<file path="config.mk">
export PLATFORM = sky130hd
export DESIGN_NAME = stanza_field_value_extractor_top_flat
export DESIGN_NICKNAME = d
export VERILOG_FILES = /design/src/sfve_pkg.sv /design/src/sfve_if.sv /design/src/sfve_front.sv /design/src/sfve_queue.sv /design/src/sfve_back.sv /design/src/stanza_field_value_extractor_top.sv /design/src/flat_wrapper.sv
export SDC_FILE = /design/constraint.sdc
export NUM_CORES = 1
export LEC_CHECK = 0
export BUFFER_PORTS_ARGS = -buffer_cell sky130_fd_sc_hd__buf_2
export CAP_MARGIN = 20
export CORE_AREA = 10 10 172 254
export DETAILED_ROUTE_END_ITERATION = 7
export DIE_AREA = 0 0 182 264
export GPL_TIMING_DRIVEN = 0
export PLACE_DENSITY = 0.59
export SETUP_SLACK_MARGIN = 0.15
export SLEW_MARGIN = 10
export SYNTH_ARGS = -nofsm -noshare
export SYNTH_HDL_FRONTEND = slang
export SYNTH_SLANG_ARGS = --single-unit
</file>
<file path="constraint.sdc">
create_clock -name clk -period 11.97 [get_ports clk]
set_input_delay 1.7955 -clock clk [delete_from_list [all_inputs] [get_ports clk]]
set_output_delay 1.7955 -clock clk [all_outputs]
set_load 0.01 [all_outputs]
</file>
<file path="src/sfve_pkg.sv">
`timescale 1ns / 1ps
// shared constants, codes and the command type of the stanza field value extractor
// no dependencies; used by every other file of the block

package sfve_pkg;

	// sizes
	localparam int NAME_MAX_CHARS = 16;
	localparam int PENDING_DEPTH  = 16;
	localparam int QUEUE_DEPTH    = 4;
	localparam int CFG_IDX_W      = 2;
	localparam int CFG_DATA_W     = 64;
	localparam int TGT_LEN_W      = 5;

	// characters with a meaning to the parser
	localparam logic [7:0] CH_COLON = 8'h3A;
	localparam logic [7:0] CH_LF    = 8'h0A;
	localparam logic [7:0] CH_TAB   = 8'h09;
	localparam logic [7:0] CH_CR    = 8'h0D;
	localparam logic [7:0] CH_SPACE = 8'h20;

	// configuration register indexes
	typedef enum logic [CFG_IDX_W-1:0] {
		REG_TGT_LEN,
		REG_NAME_LOW,
		REG_NAME_HIGH,
		REG_JOIN_MODE
	} cfg_reg_t;

	// parser phase
	typedef enum logic [2:0] {
		PH_LINE_START,
		PH_SKIP_LINE,
		PH_NAME,
		PH_VALUE,
		PH_VALUE_EOL,
		PH_IGNORE
	} phase_t;

	// what the back end does with a command
	typedef enum logic [1:0] {
		OP_NONE,
		OP_PUSH,
		OP_EMIT,
		OP_DROP
	} cmd_op_t;

	// one command from the parser to the output side
	typedef struct packed {
		cmd_op_t    op;
		logic [7:0] val;
		logic       status;
		logic       found;
	} cmd_t;

endpackage

</file>
<file path="src/sfve_if.sv">
`timescale 1ns / 1ps
// valid/ready channel interfaces of the stanza field value extractor
// depends on sfve_pkg for the configuration port widths

interface sfve_in_if;
	logic       valid;
	logic       ready;
	logic [7:0] in_byte;
	logic       stanza_end;

	modport source (output valid, output in_byte, output stanza_end, input ready);
	modport sink (input valid, input in_byte, input stanza_end, output ready);
endinterface

interface sfve_out_if;
	logic       valid;
	logic       ready;
	logic [7:0] out_byte;
	logic       is_status;
	logic       field_found;
	logic       run_last;

	modport source (output valid, output out_byte, output is_status, output field_found,
		output run_last, input ready);
	modport sink (input valid, input out_byte, input is_status, input field_found,
		input run_last, output ready);
endinterface

interface sfve_cfg_if;
	logic                             valid;
	logic                             ready;
	logic [sfve_pkg::CFG_IDX_W-1:0]  index;
	logic [sfve_pkg::CFG_DATA_W-1:0] data;

	modport source (output valid, output index, output data, input ready);
	modport sink (input valid, input index, input data, output ready);
endinterface

</file>
<file path="src/sfve_front.sv">
`timescale 1ns / 1ps
// parser front end: configuration registers, line and name tracking, command generation
// depends on sfve_pkg and sfve_if

module sfve_front (
	input  logic           clk,
	input  logic           arst_n,
	sfve_cfg_if.sink       cfg,
	sfve_in_if.sink        stanza,
	input  logic           q_full,
	output logic           q_push,
	output sfve_pkg::cmd_t q_cmd
);

	localparam logic [sfve_pkg::TGT_LEN_W-1:0] NAME_MAX =
		sfve_pkg::TGT_LEN_W'(sfve_pkg::NAME_MAX_CHARS);

	function automatic logic [7:0] fold_case(input logic [7:0] c);
		return (c >= 8'h41 && c <= 8'h5A) ? c + 8'd32 : c;
	endfunction

	// configuration registers
	logic [sfve_pkg::TGT_LEN_W-1:0] tgt_len_q;
	logic [15:0][7:0]               name_chars_q;
	logic                           join_lf_q;

	// parser state
	sfve_pkg::phase_t               ph_q, ph_d;
	logic [sfve_pkg::TGT_LEN_W-1:0] pos_q, pos_d;
	logic                           match_q, match_d;
	logic                           match_done_q, match_done_d;
	logic                           emitted_q, emitted_d;
	logic                           skip_q, skip_d;

	logic                           accept;
	logic [7:0]                     c;
	logic                           c_lf, c_colon, c_blank, c_trail;
	logic [sfve_pkg::TGT_LEN_W-1:0] eff_pos;
	logic                           eff_match;
	logic [7:0]                     tgt_char;
	logic                           char_ok, name_hit, name_step, take_match;
	logic [7:0]                     v;
	logic                           emit_go, emit_skip, v_trail;
	sfve_pkg::cmd_op_t              op;

	assign cfg.ready    = 1'b1;
	assign stanza.ready = !q_full;
	assign accept       = stanza.valid && stanza.ready;

	// configuration writes
	always_ff @(posedge clk or negedge arst_n) begin
		if (!arst_n) begin
			tgt_len_q    <= '0;
			name_chars_q <= '0;
			join_lf_q    <= 1'b0;
		end else if (cfg.valid) begin
			unique case (sfve_pkg::cfg_reg_t'(cfg.index))
				sfve_pkg::REG_TGT_LEN:   tgt_len_q <= cfg.data[sfve_pkg::TGT_LEN_W-1:0];
				sfve_pkg::REG_NAME_LOW:  name_chars_q[7:0] <= cfg.data;
				sfve_pkg::REG_NAME_HIGH: name_chars_q[15:8] <= cfg.data;
				sfve_pkg::REG_JOIN_MODE: join_lf_q <= cfg.data[0];
			endcase
		end
	end

	// byte classes
	assign c       = stanza.in_byte;
	assign c_lf    = c == sfve_pkg::CH_LF;
	assign c_colon = c == sfve_pkg::CH_COLON;
	assign c_blank = c == sfve_pkg::CH_SPACE || c == sfve_pkg::CH_TAB;
	assign c_trail = c_blank || c == sfve_pkg::CH_CR;

	// name compare; a new line restarts position and match
	assign eff_pos    = (ph_q == sfve_pkg::PH_LINE_START) ? '0 : pos_q;
	assign eff_match  = (ph_q == sfve_pkg::PH_LINE_START) ? 1'b1 : match_q;
	assign tgt_char   = name_chars_q[eff_pos[3:0]];
	assign char_ok    = eff_pos < tgt_len_q && eff_pos < NAME_MAX
		&& fold_case(c) == fold_case(tgt_char);
	assign name_hit   = !match_done_q && eff_match && eff_pos == tgt_len_q
		&& tgt_len_q <= NAME_MAX;
	assign name_step  = !c_lf && (ph_q == sfve_pkg::PH_NAME
		|| (ph_q == sfve_pkg::PH_LINE_START && !c_trail));
	assign take_match = name_step && c_colon && name_hit;

	// value byte candidate; a continuation marker becomes the joiner
	assign v         = (ph_q == sfve_pkg::PH_VALUE_EOL)
		? (join_lf_q ? sfve_pkg::CH_LF : sfve_pkg::CH_SPACE) : c;
	assign emit_go   = (ph_q == sfve_pkg::PH_VALUE && !c_lf && !(skip_q && c_blank))
		|| (ph_q == sfve_pkg::PH_VALUE_EOL && c_blank);
	assign emit_skip = !emitted_q && (v == sfve_pkg::CH_SPACE || v == sfve_pkg::CH_TAB);
	assign v_trail   = v == sfve_pkg::CH_SPACE || v == sfve_pkg::CH_TAB
		|| v == sfve_pkg::CH_CR;

	// next state
	always_comb begin
		ph_d         = ph_q;
		pos_d        = pos_q;
		match_d      = match_q;
		match_done_d = match_done_q;
		emitted_d    = emitted_q;
		skip_d       = skip_q;
		unique case (ph_q)
			sfve_pkg::PH_LINE_START, sfve_pkg::PH_NAME: begin
				if (c_lf) begin
					ph_d = sfve_pkg::PH_LINE_START;
				end else if (!name_step) begin
					ph_d = sfve_pkg::PH_SKIP_LINE;
				end else begin
					pos_d   = eff_pos;
					match_d = eff_match;
					ph_d    = sfve_pkg::PH_NAME;
					if (c_colon) begin
						if (name_hit) begin
							match_done_d = 1'b1;
							ph_d         = sfve_pkg::PH_VALUE;
							emitted_d    = 1'b0;
							skip_d       = 1'b0;
						end else begin
							ph_d = sfve_pkg::PH_SKIP_LINE;
						end
					end else begin
						if (!char_ok)
							match_d = 1'b0;
						if (eff_pos <= NAME_MAX)
							pos_d = eff_pos + 1'b1;
					end
				end
			end
			sfve_pkg::PH_SKIP_LINE: begin
				if (c_lf)
					ph_d = sfve_pkg::PH_LINE_START;
			end
			sfve_pkg::PH_VALUE: begin
				if (c_lf) begin
					ph_d = sfve_pkg::PH_VALUE_EOL;
				end else if (emit_go) begin
					skip_d = 1'b0;
					if (!emit_skip)
						emitted_d = 1'b1;
				end
			end
			sfve_pkg::PH_VALUE_EOL: begin
				if (c_blank) begin
					if (!emit_skip)
						emitted_d = 1'b1;
					skip_d = !join_lf_q;
					ph_d   = sfve_pkg::PH_VALUE;
				end else begin
					ph_d = sfve_pkg::PH_IGNORE;
				end
			end
			default: ph_d = sfve_pkg::PH_IGNORE;
		endcase
		// end of stanza returns the parser to its idle state
		if (stanza.stanza_end) begin
			ph_d         = sfve_pkg::PH_LINE_START;
			pos_d        = '0;
			match_d      = 1'b1;
			match_done_d = 1'b0;
			emitted_d    = 1'b0;
			skip_d       = 1'b0;
		end
	end

	// command for the output side
	always_comb begin
		op = sfve_pkg::OP_NONE;
		if (emit_go && !emit_skip)
			op = v_trail ? sfve_pkg::OP_PUSH : sfve_pkg::OP_EMIT;
		if (ph_q == sfve_pkg::PH_VALUE_EOL && !c_blank)
			op = sfve_pkg::OP_DROP;
		q_cmd.op     = op;
		q_cmd.val    = v;
		q_cmd.status = stanza.stanza_end;
		q_cmd.found  = match_done_q || take_match;
		q_push       = accept && (op != sfve_pkg::OP_NONE || stanza.stanza_end);
	end

	// state registers
	always_ff @(posedge clk or negedge arst_n) begin
		if (!arst_n) begin
			ph_q         <= sfve_pkg::PH_LINE_START;
			pos_q        <= '0;
			match_q      <= 1'b1;
			match_done_q <= 1'b0;
			emitted_q    <= 1'b0;
			skip_q       <= 1'b0;
		end else if (accept) begin
			ph_q         <= ph_d;
			pos_q        <= pos_d;
			match_q      <= match_d;
			match_done_q <= match_done_d;
			emitted_q    <= emitted_d;
			skip_q       <= skip_d;
		end
	end

endmodule

</file>
<file path="src/sfve_queue.sv">
`timescale 1ns / 1ps
// command queue between the parser front end and the output back end
// depends on sfve_pkg for the command type

module sfve_queue #(
	parameter int DEPTH = sfve_pkg::QUEUE_DEPTH
) (
	input  logic           clk,
	input  logic           arst_n,
	input  logic           push,
	input  sfve_pkg::cmd_t push_cmd,
	output logic           full,
	input  logic           pop,
	output logic           head_valid,
	output sfve_pkg::cmd_t head_cmd
);

	localparam int PTR_W = $clog2(DEPTH);
	localparam int LVL_W = $clog2(DEPTH + 1);
	localparam logic [PTR_W-1:0] PTR_LAST = PTR_W'(DEPTH - 1);
	localparam logic [LVL_W-1:0] LVL_FULL = LVL_W'(DEPTH);

	sfve_pkg::cmd_t   slot_q [DEPTH];
	logic [PTR_W-1:0] wr_ptr_q, rd_ptr_q;
	logic [LVL_W-1:0] level_q;
	logic             do_push, do_pop;

	assign full       = level_q == LVL_FULL;
	assign head_valid = level_q != '0;
	assign head_cmd   = slot_q[rd_ptr_q];
	assign do_push    = push && !full;
	assign do_pop     = pop && head_valid;

	// slot storage
	always_ff @(posedge clk) begin
		if (do_push)
			slot_q[wr_ptr_q] <= push_cmd;
	end

	// pointers and fill level
	always_ff @(posedge clk or negedge arst_n) begin
		if (!arst_n) begin
			wr_ptr_q <= '0;
			rd_ptr_q <= '0;
			level_q  <= '0;
		end else begin
			if (do_push)
				wr_ptr_q <= (wr_ptr_q == PTR_LAST) ? '0 : wr_ptr_q + 1'b1;
			if (do_pop)
				rd_ptr_q <= (rd_ptr_q == PTR_LAST) ? '0 : rd_ptr_q + 1'b1;
			if (do_push && !do_pop)
				level_q <= level_q + 1'b1;
			else if (do_pop && !do_push)
				level_q <= level_q - 1'b1;
		end
	end

endmodule

</file>
<file path="src/sfve_back.sv">
`timescale 1ns / 1ps
// output back end: trailing blank run buffer, flush sequencing, result register
// depends on sfve_pkg and sfve_if

module sfve_back #(
	parameter int PENDING_DEPTH = sfve_pkg::PENDING_DEPTH
) (
	input  logic           clk,
	input  logic           arst_n,
	input  logic           head_valid,
	input  sfve_pkg::cmd_t head_cmd,
	output logic           pop,
	sfve_out_if.source     result
);

	localparam int CNT_W = $clog2(PENDING_DEPTH);
	localparam logic [CNT_W-1:0] CNT_FULL = CNT_W'(PENDING_DEPTH - 1);
	localparam logic [CNT_W-1:0] CNT_LAST = CNT_W'(PENDING_DEPTH - 2);

	logic [PENDING_DEPTH-1:0][7:0] run_q;
	logic [CNT_W-1:0]              count_q, count_d;
	logic                          stat_pend_q, stat_d;

	logic             produce, do_pop, shift, wr_en, fire, out_space;
	logic [CNT_W-1:0] wr_idx;
	logic [7:0]       res_byte;
	logic             res_status, res_found, res_last;

	logic             out_valid_q;
	logic [7:0]       out_byte_q;
	logic             is_status_q, found_q, last_q;

	assign out_space = !out_valid_q || result.ready;

	// one step of the head command
	always_comb begin
		produce    = 1'b0;
		do_pop     = 1'b0;
		shift      = 1'b0;
		wr_en      = 1'b0;
		wr_idx     = count_q;
		count_d    = count_q;
		stat_d     = stat_pend_q;
		res_byte   = run_q[0];
		res_status = 1'b0;
		res_found  = 1'b0;
		res_last   = 1'b0;
		if (stat_pend_q) begin
			produce    = 1'b1;
			res_byte   = 8'h00;
			res_status = 1'b1;
			res_found  = head_cmd.found;
			res_last   = 1'b1;
			count_d    = '0;
			stat_d     = 1'b0;
			do_pop     = 1'b1;
		end else begin
			unique case (head_cmd.op)
				sfve_pkg::OP_PUSH: begin
					if (count_q == CNT_FULL) begin
						// run buffer full: oldest held byte goes out early
						produce  = 1'b1;
						res_last = !head_cmd.status;
						shift    = 1'b1;
						wr_en    = 1'b1;
						wr_idx   = CNT_LAST;
						stat_d   = head_cmd.status;
						do_pop   = !head_cmd.status;
					end else begin
						wr_en   = 1'b1;
						count_d = count_q + 1'b1;
						do_pop  = 1'b1;
						if (head_cmd.status) begin
							produce    = 1'b1;
							res_byte   = 8'h00;
							res_status = 1'b1;
							res_found  = head_cmd.found;
							res_last   = 1'b1;
							count_d    = '0;
						end
					end
				end
				sfve_pkg::OP_EMIT: begin
					produce = 1'b1;
					if (count_q != '0) begin
						// held run is not trailing after all
						shift   = 1'b1;
						count_d = count_q - 1'b1;
					end else begin
						res_byte = head_cmd.val;
						res_last = !head_cmd.status;
						stat_d   = head_cmd.status;
						do_pop   = !head_cmd.status;
					end
				end
				sfve_pkg::OP_DROP, sfve_pkg::OP_NONE: begin
					count_d = '0;
					do_pop  = 1'b1;
					if (head_cmd.status) begin
						produce    = 1'b1;
						res_byte   = 8'h00;
						res_status = 1'b1;
						res_found  = head_cmd.found;
						res_last   = 1'b1;
					end
				end
			endcase
		end
	end

	assign fire = head_valid && (!produce || out_space);
	assign pop  = fire && do_pop;

	// run buffer, oldest byte at entry zero
	always_ff @(posedge clk) begin
		if (fire) begin
			if (shift) begin
				for (int i = 0; i < PENDING_DEPTH - 1; i++)
					run_q[i] <= run_q[i + 1];
			end
			if (wr_en)
				run_q[wr_idx] <= head_cmd.val;
		end
	end

	// sequencing state
	always_ff @(posedge clk or negedge arst_n) begin
		if (!arst_n) begin
			count_q     <= '0;
			stat_pend_q <= 1'b0;
		end else if (fire) begin
			count_q     <= count_d;
			stat_pend_q <= stat_d;
		end
	end

	// result register
	always_ff @(posedge clk or negedge arst_n) begin
		if (!arst_n)
			out_valid_q <= 1'b0;
		else if (out_space)
			out_valid_q <= head_valid && produce;
	end

	always_ff @(posedge clk) begin
		if (out_space && head_valid && produce) begin
			out_byte_q  <= res_byte;
			is_status_q <= res_status;
			found_q     <= res_found;
			last_q      <= res_last;
		end
	end

	assign result.valid       = out_valid_q;
	assign result.out_byte    = out_byte_q;
	assign result.is_status   = is_status_q;
	assign result.field_found = found_q;
	assign result.run_last    = last_q;

`ifndef NO_ASSERTIONS
	a_count_bound: assert property (@(posedge clk) disable iff (!arst_n)
		count_q <= CNT_FULL)
		else $error("run buffer count beyond its limit");

	a_status_has_cmd: assert property (@(posedge clk) disable iff (!arst_n)
		stat_pend_q |-> head_valid)
		else $error("status owed with no command at the queue head");

	a_status_clears: assert property (@(posedge clk) disable iff (!arst_n)
		(fire && stat_pend_q) |=> count_q == '0)
		else $error("run buffer not emptied by the status beat");
`endif

endmodule

</file>
<file path="src/stanza_field_value_extractor_top.sv">
`timescale 1ns / 1ps
// top level of the stanza field value extractor: parser, command queue, output side
// depends on sfve_pkg, sfve_if, sfve_front, sfve_queue and sfve_back
//
//   channel   dir   beat carries
//   cfg       in    index, data (register write)
//   stanza    in    in_byte, stanza_end
//   result    out   out_byte, is_status, field_found, run_last
//
// one stanza byte is taken per cycle while the command queue has room
// results leave at one per cycle while the receiver is ready; a value byte goes out
// after the held blank run before it, and a status beat after it as a beat of its own
// the run buffer, a shift line of PENDING_DEPTH bytes, sets the longest flush
// reset clears control state at once; no clearing pass, the run buffer is unset
// a stalled result holds the output register, the queue fills, then stanza.ready drops

module stanza_field_value_extractor_top #(
	parameter int PENDING_DEPTH = sfve_pkg::PENDING_DEPTH,
	parameter int QUEUE_DEPTH   = sfve_pkg::QUEUE_DEPTH
) (
	input  logic       clk,
	input  logic       arst_n,
	sfve_cfg_if.sink   cfg,
	sfve_in_if.sink    stanza,
	sfve_out_if.source result
);

	logic           q_full, q_push, q_pop, head_valid;
	sfve_pkg::cmd_t q_cmd, head_cmd;

	// parser
	sfve_front u_front (
		.clk    (clk),
		.arst_n (arst_n),
		.cfg    (cfg),
		.stanza (stanza),
		.q_full (q_full),
		.q_push (q_push),
		.q_cmd  (q_cmd)
	);

	// command queue
	sfve_queue #(
		.DEPTH (QUEUE_DEPTH)
	) u_queue (
		.clk        (clk),
		.arst_n     (arst_n),
		.push       (q_push),
		.push_cmd   (q_cmd),
		.full       (q_full),
		.pop        (q_pop),
		.head_valid (head_valid),
		.head_cmd   (head_cmd)
	);

	// output side
	sfve_back #(
		.PENDING_DEPTH (PENDING_DEPTH)
	) u_back (
		.clk        (clk),
		.arst_n     (arst_n),
		.head_valid (head_valid),
		.head_cmd   (head_cmd),
		.pop        (q_pop),
		.result     (result)
	);

endmodule

</file>
<file path="src/flat_wrapper.sv">
// flat-port wrapper written by rule: the top's interface ports become plain ports
module stanza_field_value_extractor_top_flat 
#(
	parameter int PENDING_DEPTH = sfve_pkg::PENDING_DEPTH,
	parameter int QUEUE_DEPTH   = sfve_pkg::QUEUE_DEPTH
)
  (clk, arst_n, cfg_valid, cfg_index, cfg_data, cfg_ready, stanza_valid, stanza_in_byte, stanza_stanza_end, stanza_ready, result_valid, result_out_byte, result_is_status, result_field_found, result_run_last, result_ready);
  sfve_cfg_if cfg_i ();
  sfve_in_if stanza_i ();
  sfve_out_if result_i ();
  input  logic clk;
  input  logic arst_n;
  input wire logic [$bits(cfg_i.valid)-1:0] cfg_valid;
  input wire logic [$bits(cfg_i.index)-1:0] cfg_index;
  input wire logic [$bits(cfg_i.data)-1:0] cfg_data;
  output wire logic [$bits(cfg_i.ready)-1:0] cfg_ready;
  input wire logic [$bits(stanza_i.valid)-1:0] stanza_valid;
  input wire logic [$bits(stanza_i.in_byte)-1:0] stanza_in_byte;
  input wire logic [$bits(stanza_i.stanza_end)-1:0] stanza_stanza_end;
  output wire logic [$bits(stanza_i.ready)-1:0] stanza_ready;
  output wire logic [$bits(result_i.valid)-1:0] result_valid;
  output wire logic [$bits(result_i.out_byte)-1:0] result_out_byte;
  output wire logic [$bits(result_i.is_status)-1:0] result_is_status;
  output wire logic [$bits(result_i.field_found)-1:0] result_field_found;
  output wire logic [$bits(result_i.run_last)-1:0] result_run_last;
  input wire logic [$bits(result_i.ready)-1:0] result_ready;
  assign cfg_i.valid = cfg_valid;
  assign cfg_i.index = cfg_index;
  assign cfg_i.data = cfg_data;
  assign cfg_ready = cfg_i.ready;
  assign stanza_i.valid = stanza_valid;
  assign stanza_i.in_byte = stanza_in_byte;
  assign stanza_i.stanza_end = stanza_stanza_end;
  assign stanza_ready = stanza_i.ready;
  assign result_valid = result_i.valid;
  assign result_out_byte = result_i.out_byte;
  assign result_is_status = result_i.is_status;
  assign result_field_found = result_i.field_found;
  assign result_run_last = result_i.run_last;
  assign result_i.ready = result_ready;
  stanza_field_value_extractor_top #(.PENDING_DEPTH(PENDING_DEPTH), .QUEUE_DEPTH(QUEUE_DEPTH)) u_core (.clk(clk), .arst_n(arst_n), .cfg(cfg_i), .stanza(stanza_i), .result(result_i));
endmodule
</file>
==> Yosys cells after proc, flatten, opt, wreduce, memory -nomap -nowiden <==
Memory sizes are Yosys's and may differ from the RTL's.
Cells that the tools add are included.
{ "totals": {"output_inout_bits": 14, "wordCells": 288, "mem_bits_rw": 48, "n_memories": 1, "reg_bits": 298} }
{ "mem_list": {"columns": ["memory", "depth", "word_bits", "read_ports", "rd_clocked_by_memory_dff", "wr", "line_no", "rtl"], "rows": [
  ["u_core.u_queue.slot_q", 4, 12, 1, 0, 1, "sfve_queue.sv:23", "sfve_pkg::cmd_t slot_q [DEPTH];"]
]} }
{ "classes": {"addsub": 9, "magnitude_cmp": 11, "n_mux": 103, "reduce_logical": 78, "eq_ne": 36} }
{ "ops": {"columns": ["operator", "count"], "rows": [
  ["$mux 120", 3],
  ["$bwmux 128", 1],
  ["$mux 8", 8],
  ["$mux 1", 47],
  ["$eq 8x4->1 const B", 5],
  ["$mux 5", 7],
  ["$ne 3x3->1 const B", 11],
  ["$bmux 8 s4", 1],
  ["$demux 8 s4", 1],
  ["$logic_and 1x1->1", 30],
  ["$mux 4", 7],
  ["$eq 8x6->1 const B", 3],
  ["$pmux 8 s3", 1],
  ["$mux 2", 9],
  ["$mux 3", 6],
  ["$add 8x6->8 const B", 2],
  ["$ge 8x7->1 const B", 2],
  ["$le 8x7->1 const B", 2],
  ["$pmux 1 s3", 5],
  ["$logic_not 1->1", 14],
  ["$eq 2x2->1 const B", 6],
  ["$pmux 3 s4", 1],
  ["$pmux 4 s3", 1],
  ["$reduce_bool 2->1", 6],
  ["32 further kinds", 58]
]} }

==> Logic depth before layout (Yosys ltp) <==
{ "depth": {"depth_word": 17, "ltp_mapped": 19, "ltp_nobuf": 17} }

==> By module <==
Synthesis repeated with hierarchy kept, for this count alone.
{ "unflattened": {"cells_unflattened": 1709, "area_unflattened_um2": 18924.4} }
{ "modules_own_cells": {"columns": ["module", "area_per_inst_um2", "cells_each", "seq_area_each_um2", "n_inst"], "rows": [
  ["sfve_back", 8871.0, 933, 4324.1, 1],
  ["sfve_front", 7855.0, 676, 3654.8, 1],
  ["sfve_queue", 2198.4, 100, 1616.6, 1]
]} }

==> Worst setup path after synthesis <==
No wires, ideal clock.
{ "synth_path": {"path_kind": "register to register", "from": "register u_core.u_queue.rd_ptr_q[0]", "to": "register u_core.u_back.run_q[0] (netlist name), enable pin", "stages_incl_launch_ff": 12, "path_buffers": 2, "setup_time_ns": 0.473, "path_slack_ns": 6.386, "arrival_ns": 5.111, "t_required_ns": 11.497, "cell_sequence": "dfrtp_1 clkbuf_1 buf_1 mux4_2 ha_1 and2_1 nor3_1 a21oi_1 or2_1 nand2_1 nand2_1 inv_1"} }
{ "synth_between": {"elab_chain_len": 8, "word_cells_on_any_way": 13, "classes_between": "eq/ne (3); mux (4); reduce/logical (5); memory (1)"} }
{ "synth_lines": {"columns": ["element", "line_no", "rtl"], "rows": [
  ["from (decl)", "sfve_queue.sv:24", "logic [PTR_W-1:0] wr_ptr_q, rd_ptr_q;"],
  ["from (signal assigned)", "sfve_queue.sv:50", "rd_ptr_q <= (rd_ptr_q == PTR_LAST) ? '0 : rd_ptr_q + 1'b1;"],
  ["$mem_v2 4x12 *", null, null],
  ["$eq 2x2->1, or another cell as far along", "sfve_back.sv:58", "unique case (head_cmd.op)"],
  ["$reduce_or 2->1 / $mux 1 (equally long branches)", "sfve_back.sv:58, sfve_back.sv:60", null],
  ["$pmux 1 s3 *", "sfve_back.sv:58", null],
  ["$mux 1 *", "sfve_back.sv:48", "if (stat_pend_q) begin"],
  ["$logic_not 1->1 *", "sfve_back.sv:111", "assign fire = head_valid && (!produce || out_space);"],
  ["$logic_or 1x1->1 *", "sfve_back.sv:111", null],
  ["$logic_and 1x1->1 *", "sfve_back.sv:111", null],
  ["via u_core.u_back.fire", "sfve_back.sv:24", "logic produce, do_pop, shift, wr_en, fire, out_space;"],
  ["to (signal, indexed assignment)", "sfve_back.sv:119", "run_q[i] <= run_q[i + 1];"],
  ["to (signal, indexed assignment)", "sfve_back.sv:122", "run_q[wr_idx] <= head_cmd.val;"],
  ["to (decl)", "sfve_back.sv:20", "logic [PENDING_DEPTH-1:0][7:0] run_q;"]
]} }
Mark *: on every way through the listed nets, which the timed path passes. The rest lies on a longest branch.
A chain may end at the register's enable or synchronous reset.

==> Worst setup path after layout <==
{ "layout_path": {"from": "register u_core.u_queue.rd_ptr_q[0]", "to": "register u_core.u_queue.level_q[1]"} }
{ "layout_between": {"elab_chain_len": 13, "word_cells_on_any_way": 25, "classes_between": "eq/ne (3); mux (9); reduce/logical (12); memory (1)"} }
{ "layout_lines": {"columns": ["element", "line_no", "rtl"], "rows": [
  ["$mem_v2 4x12 *", null, null],
  ["$eq 2x2->1, or another cell as far along", "sfve_back.sv:58", null],
  ["$reduce_or 2->1 / $mux 1 (equally long branches)", "sfve_back.sv:58, sfve_back.sv:60", null],
  ["$pmux 1 s3", "sfve_back.sv:58", null],
  ["$mux 1", "sfve_back.sv:48", null],
  ["$logic_not 1->1", "sfve_back.sv:111", null],
  ["$logic_or 1x1->1", "sfve_back.sv:111", null],
  ["$logic_and 1x1->1", "sfve_back.sv:111", null],
  ["$logic_and 1x1->1 *", "sfve_back.sv:112", "assign pop = fire && do_pop;"],
  ["$logic_and 1x1->1 *", "sfve_queue.sv:32", "assign do_pop = pop && head_valid;"],
  ["$logic_not 1->1", "sfve_queue.sv:51", "if (do_push && !do_pop)"],
  ["$logic_and 1x1->1", "sfve_queue.sv:51", null],
  ["$mux 3 / $reduce_bool 2->1 (equally long branches)", null, null],
  ["to (signal assigned)", "sfve_queue.sv:52", "level_q <= level_q + 1'b1;"],
  ["to (signal assigned)", "sfve_queue.sv:54", "level_q <= level_q - 1'b1;"],
  ["to (decl)", "sfve_queue.sv:25", "logic [LVL_W-1:0] level_q;"]
]} }
Every way passes the cells marked *; elsewhere a longest branch is shown, timed or not.

==> impl_results.md <==
* Outcome: completed
* Port buffer count at 91
* Slew Viols, Final at 0
* Clk buf depth at 3
* Synth Register Bits at 346
* Number of nets with antenna violations after routing at 0
* Critical Path Max Stage Delay at 0.66 ns
* Pre-antenna DRT Iters at 5
* Max-cap violation count at 0
* Nets@finish at 1678
* Count of final hold-check violations at 0
* Worst-skew pair later-pin latency at 0.53 ns
* Die width at 182 um
* Layout area overhead at 13.4%
* Setup TNS at 0 ns
* Seq/Total Area, Yosys at 55.5%
* Number of global-route vias before repair at 12.3k
* Die extent in y at 264 um
* Most frequent CP cell: inv_1
* HPWL Detailed at 36300 um
* Mapped Cells at 1439
* Reg clk slew, reported paths at 0.06 ns
* Io pins at 94
* Syn_nets at 1544
* Row cnt at 89
* Final Cycle Share at 39.6%
* Share of cells above drive strength 1 at 21.7%
* CTS sink count at 346
* Hold WC Path Type: flop to flop
* Gpl congestion at 0.950
* Worst r2r src: u_core.u_queue.rd_ptr_q[0]
* Final count of negative-setup-slack endpoints at 0
* Worst-path maximum fanout at 10
* Critical Path Source Type: flop
* Min Tclk post-route at 4.74 ns
* Post-CTS sizing at 0
* Setup Skew at 0.0212 ns
* Worst slack at placement at 6.69 ns
* First-pass GRT wire length at 73600 um
* RSZ-0062 raised after global routing: false
* Slew headroom at 28.5%
* Async set-reset flop share out of synthesis at 46.0%
* Via density at 5.65
* Kind of end point of the critical path: flop
* DR WL/cell at 22.9 um
* Hold Path Sink: u_core.u_front.name_chars_q[102]
* Mean Syn Cell Area at 12.0 sq um
* R2R cell count at 17
* Hold Path Stages at 1
* TritonCTS clock tree: built
* F_max at 0.211 GHz
* Mapped cell area at 0.0173 sq mm
* Ys Warns at 0
* Setup WS post-layout at 7.23 ns
* Synth Flop Type: edfxtp_1
* EDFF count, synth at 187
* Core ar. at 0.0391 sq mm
* Initial antenna violation count at 7
* Slowest CP cell: buf_1
* Unique masters post-synth at 74
* H-tree depth at 2
* Die footprint at 0.0480 sq mm
* Critical Path RT at 12.37 ns
* Pin count of the biggest net entering global routing at 98
* Congestion Overflow GR at 0
* # DRC at 0
* Setup CP Type: flop to flop
* Peak supply drop at 0.170 mV
* Initial Utilization at 44.3%
* Initial DRC Count at 833
* Vias at 11.9k
* Arrival time of the worst setup path at 5.14 ns
* Reg-to-reg slack, setup at 7.23 ns
* CTS Buf Count at 36
* Measured slew at the worst slew-check pin at 1.06 ns
* Hold-fix buffers at CTS at 0
* GRT Overall Usage at 19.6%
* Root Driver: clkbuf_16
* Worst-path cell chain: clkbuf_1 -> buf_1 -> mux4_2 -> inv_1 -> ha_1 -> and2_1 -> nor3_1 -> a21oi_1 -> or2_1 -> nand2_1 -> nand2_1 -> nor2_1 -> inv_1 -> ha_1 -> inv_1 -> fa_1 -> mux2_2
* Critical R2R Capture: u_core.u_queue.level_q[1]
* Power density cells at 268 mW/mm^2
* Post-CTS Setup Bufs at 0
* Final WL at 48200 um
* Worst Hold Launch: u_core.u_front.name_chars_q[102]
* Lkg Pwr at 8.30 nW
[layer usage]
layer / up-vias / track usage (%) / part of all wire (%)
met4: 4 / 11.3 / 6.1
met5: - / 0 / 0.044
met3: 128 / 3.60 / 4.2
met2: 290 / 36.5 / 54
li1: 5609 / - / -
met1: 5872 / 19.9 / 35
[cells in the final DEF (no fill, tap or decap), types with 5 or more instances in the layout]
cell type  synthesis  routed
a211oi_1          10      10
a21oi_1          136     136
a22o_1             8       8
a22oi_1            7       7
and2_1            18      18
buf_1             21      21
buf_2             14     105
clkbuf_1          53      63
clkbuf_16          0      37
clkinv_2           0       8
dfrtp_1          158     158
diode_2            0       5
edfxtp_1         187     187
ha_1              24      24
inv_1             25      24
mux2_2           142     142
mux2i_1          133     133
mux4_2            18      18
nand2_1           85      85
nand2b_1          10      10
nand3_1           15      15
nand3b_1           5       5
nand4b_1           5       5
nor2_1           130     129
nor2b_1           11      11
nor3_1            14      13
nor3b_1            7       7
nor4_1            12      11
o21a_1             8       8
o21ai_0           62      62
o21ai_1            6       6
o22ai_1            9       9
or3_1              8       8
xnor2_1            9       9
[flip-flops by register name, summed over array words and instances (netlist names), 2 cells and up]
signal	cells
u_core.u_back.run_q	128
u_core.u_front.name_chars_q	128
u_core.u_queue.slot_q	48
u_core.u_back.result.out_byte	8
u_core.u_front.pos_q	5
u_core.u_front.tgt_len_q	5
u_core.u_back.count_q	4
u_core.u_front.ph_q	3
u_core.u_queue.level_q	3
u_core.u_queue.rd_ptr_q	2
u_core.u_queue.wr_ptr_q	2
[worst max-delay path: cells and delay by family, from the launching register on]
kind	cells	cell delay, ns
AOI/OAI and AO/OA	1	0.05
buffers and inverters	5	1.22
DFF	1	0.35
muxes	2	0.90
adders and majority gates	3	0.87
and+or+nand+nor	6	1.21
[worst max path at each step]
| stage | from | to | slack, ns |
|---|---|---|---|
| global route | u_core.u_queue.rd_ptr_q[0] | u_core.u_queue.level_q[1] | 6.74 |
| CTS | u_core.u_queue.rd_ptr_q[0] | u_core.u_queue.level_q[1] | 7.12 |
| finish | u_core.u_queue.rd_ptr_q[0] | u_core.u_queue.level_q[1] | 7.23 |
| detailed placement | stanza_in_byte[2] | u_core.u_queue.level_q[2] | 6.69 |
| global placement | u_core.u_queue.rd_ptr_q[0] | u_core.u_back.run_q[110] | 4.76 |
| floorplan | u_core.u_queue.rd_ptr_q[0] | u_core.u_back.run_q[0] | 6.39 |
[final cells by class]
type | count | area [sq um]
sequential | 346 | 9600
buffer | 93 | 393
clock buffer | 47 | 963
antenna | 5 | 12.5
timing repair buffer | 96 | 538
inverter | 28 | 110
multi-input combinational | 972 | 7230
fill | 3518 | 19500
tap | 500 | 626
clock inverter | 19 | 156
[kinds of logic (layout without fill, tap and decap cells)]
family                     Yosys count  in the layout  synth area share, %
and+or+nand+nor                    336            336                 9.11
other                                1              6               0.0217
muxes                              295            295                 19.4
DFF                                346            346                 55.5
xor gates and xnor gates            13             13                0.658
adders and majority gates           25             25                 1.85
buffers and inverters              121            283                 2.88
AOI/OAI and AO/OA                  302            302                 10.6
[cell usage after synthesis (all sizes together) (11+ instances only)]
master	n	share of area [%]
nor2	131	2.9
buf	40	1.1
nor2b	11	0.40
ha	24	1.7
a21oi	136	3.9
and2	18	0.65
nor3	16	0.52
mux2i	133	7.7
mux2	144	9.4
edfxtp	187	32
a211oi	11	0.51
dfrtp	158	23
clkbuf	53	1.1
nor4	13	0.51
o21ai	68	2.0
mux4	18	2.3
nand2	85	1.8
inv	28	0.61
nand3	15	0.43
[stage by stage]
stage | cells | power (W) | utilization, % | instance area (sq um) | hold slack (ns)
after floorplan | 1439 | 0.00350 | - | 17300 | 0.456
final | 2106 | 0.00526 | 50.2 | 19600 | 0.500
after global routing | 2102 | 0.00557 | 50.2 | 19600 | 0.515
after global placement | 2030 | 0.00416 | 47.0 | 18400 | 0.478
after CTS | 2100 | 0.00530 | 50.2 | 19600 | 0.503
after detailed placement | 2034 | 0.00420 | 47.3 | 18500 | 0.488
[where the power goes]
part | leakage (nW) | total, W | internal (W) | switching [W]
registers | 3.73 | 0.00209 | 0.00186 | 0.000232
clock network | 0.548 | 0.00109 | 0.000616 | 0.000474
logic | 4.02 | 0.00207 | 0.000809 | 0.00127
Note: power is estimated with default switching activity, not from simulation.
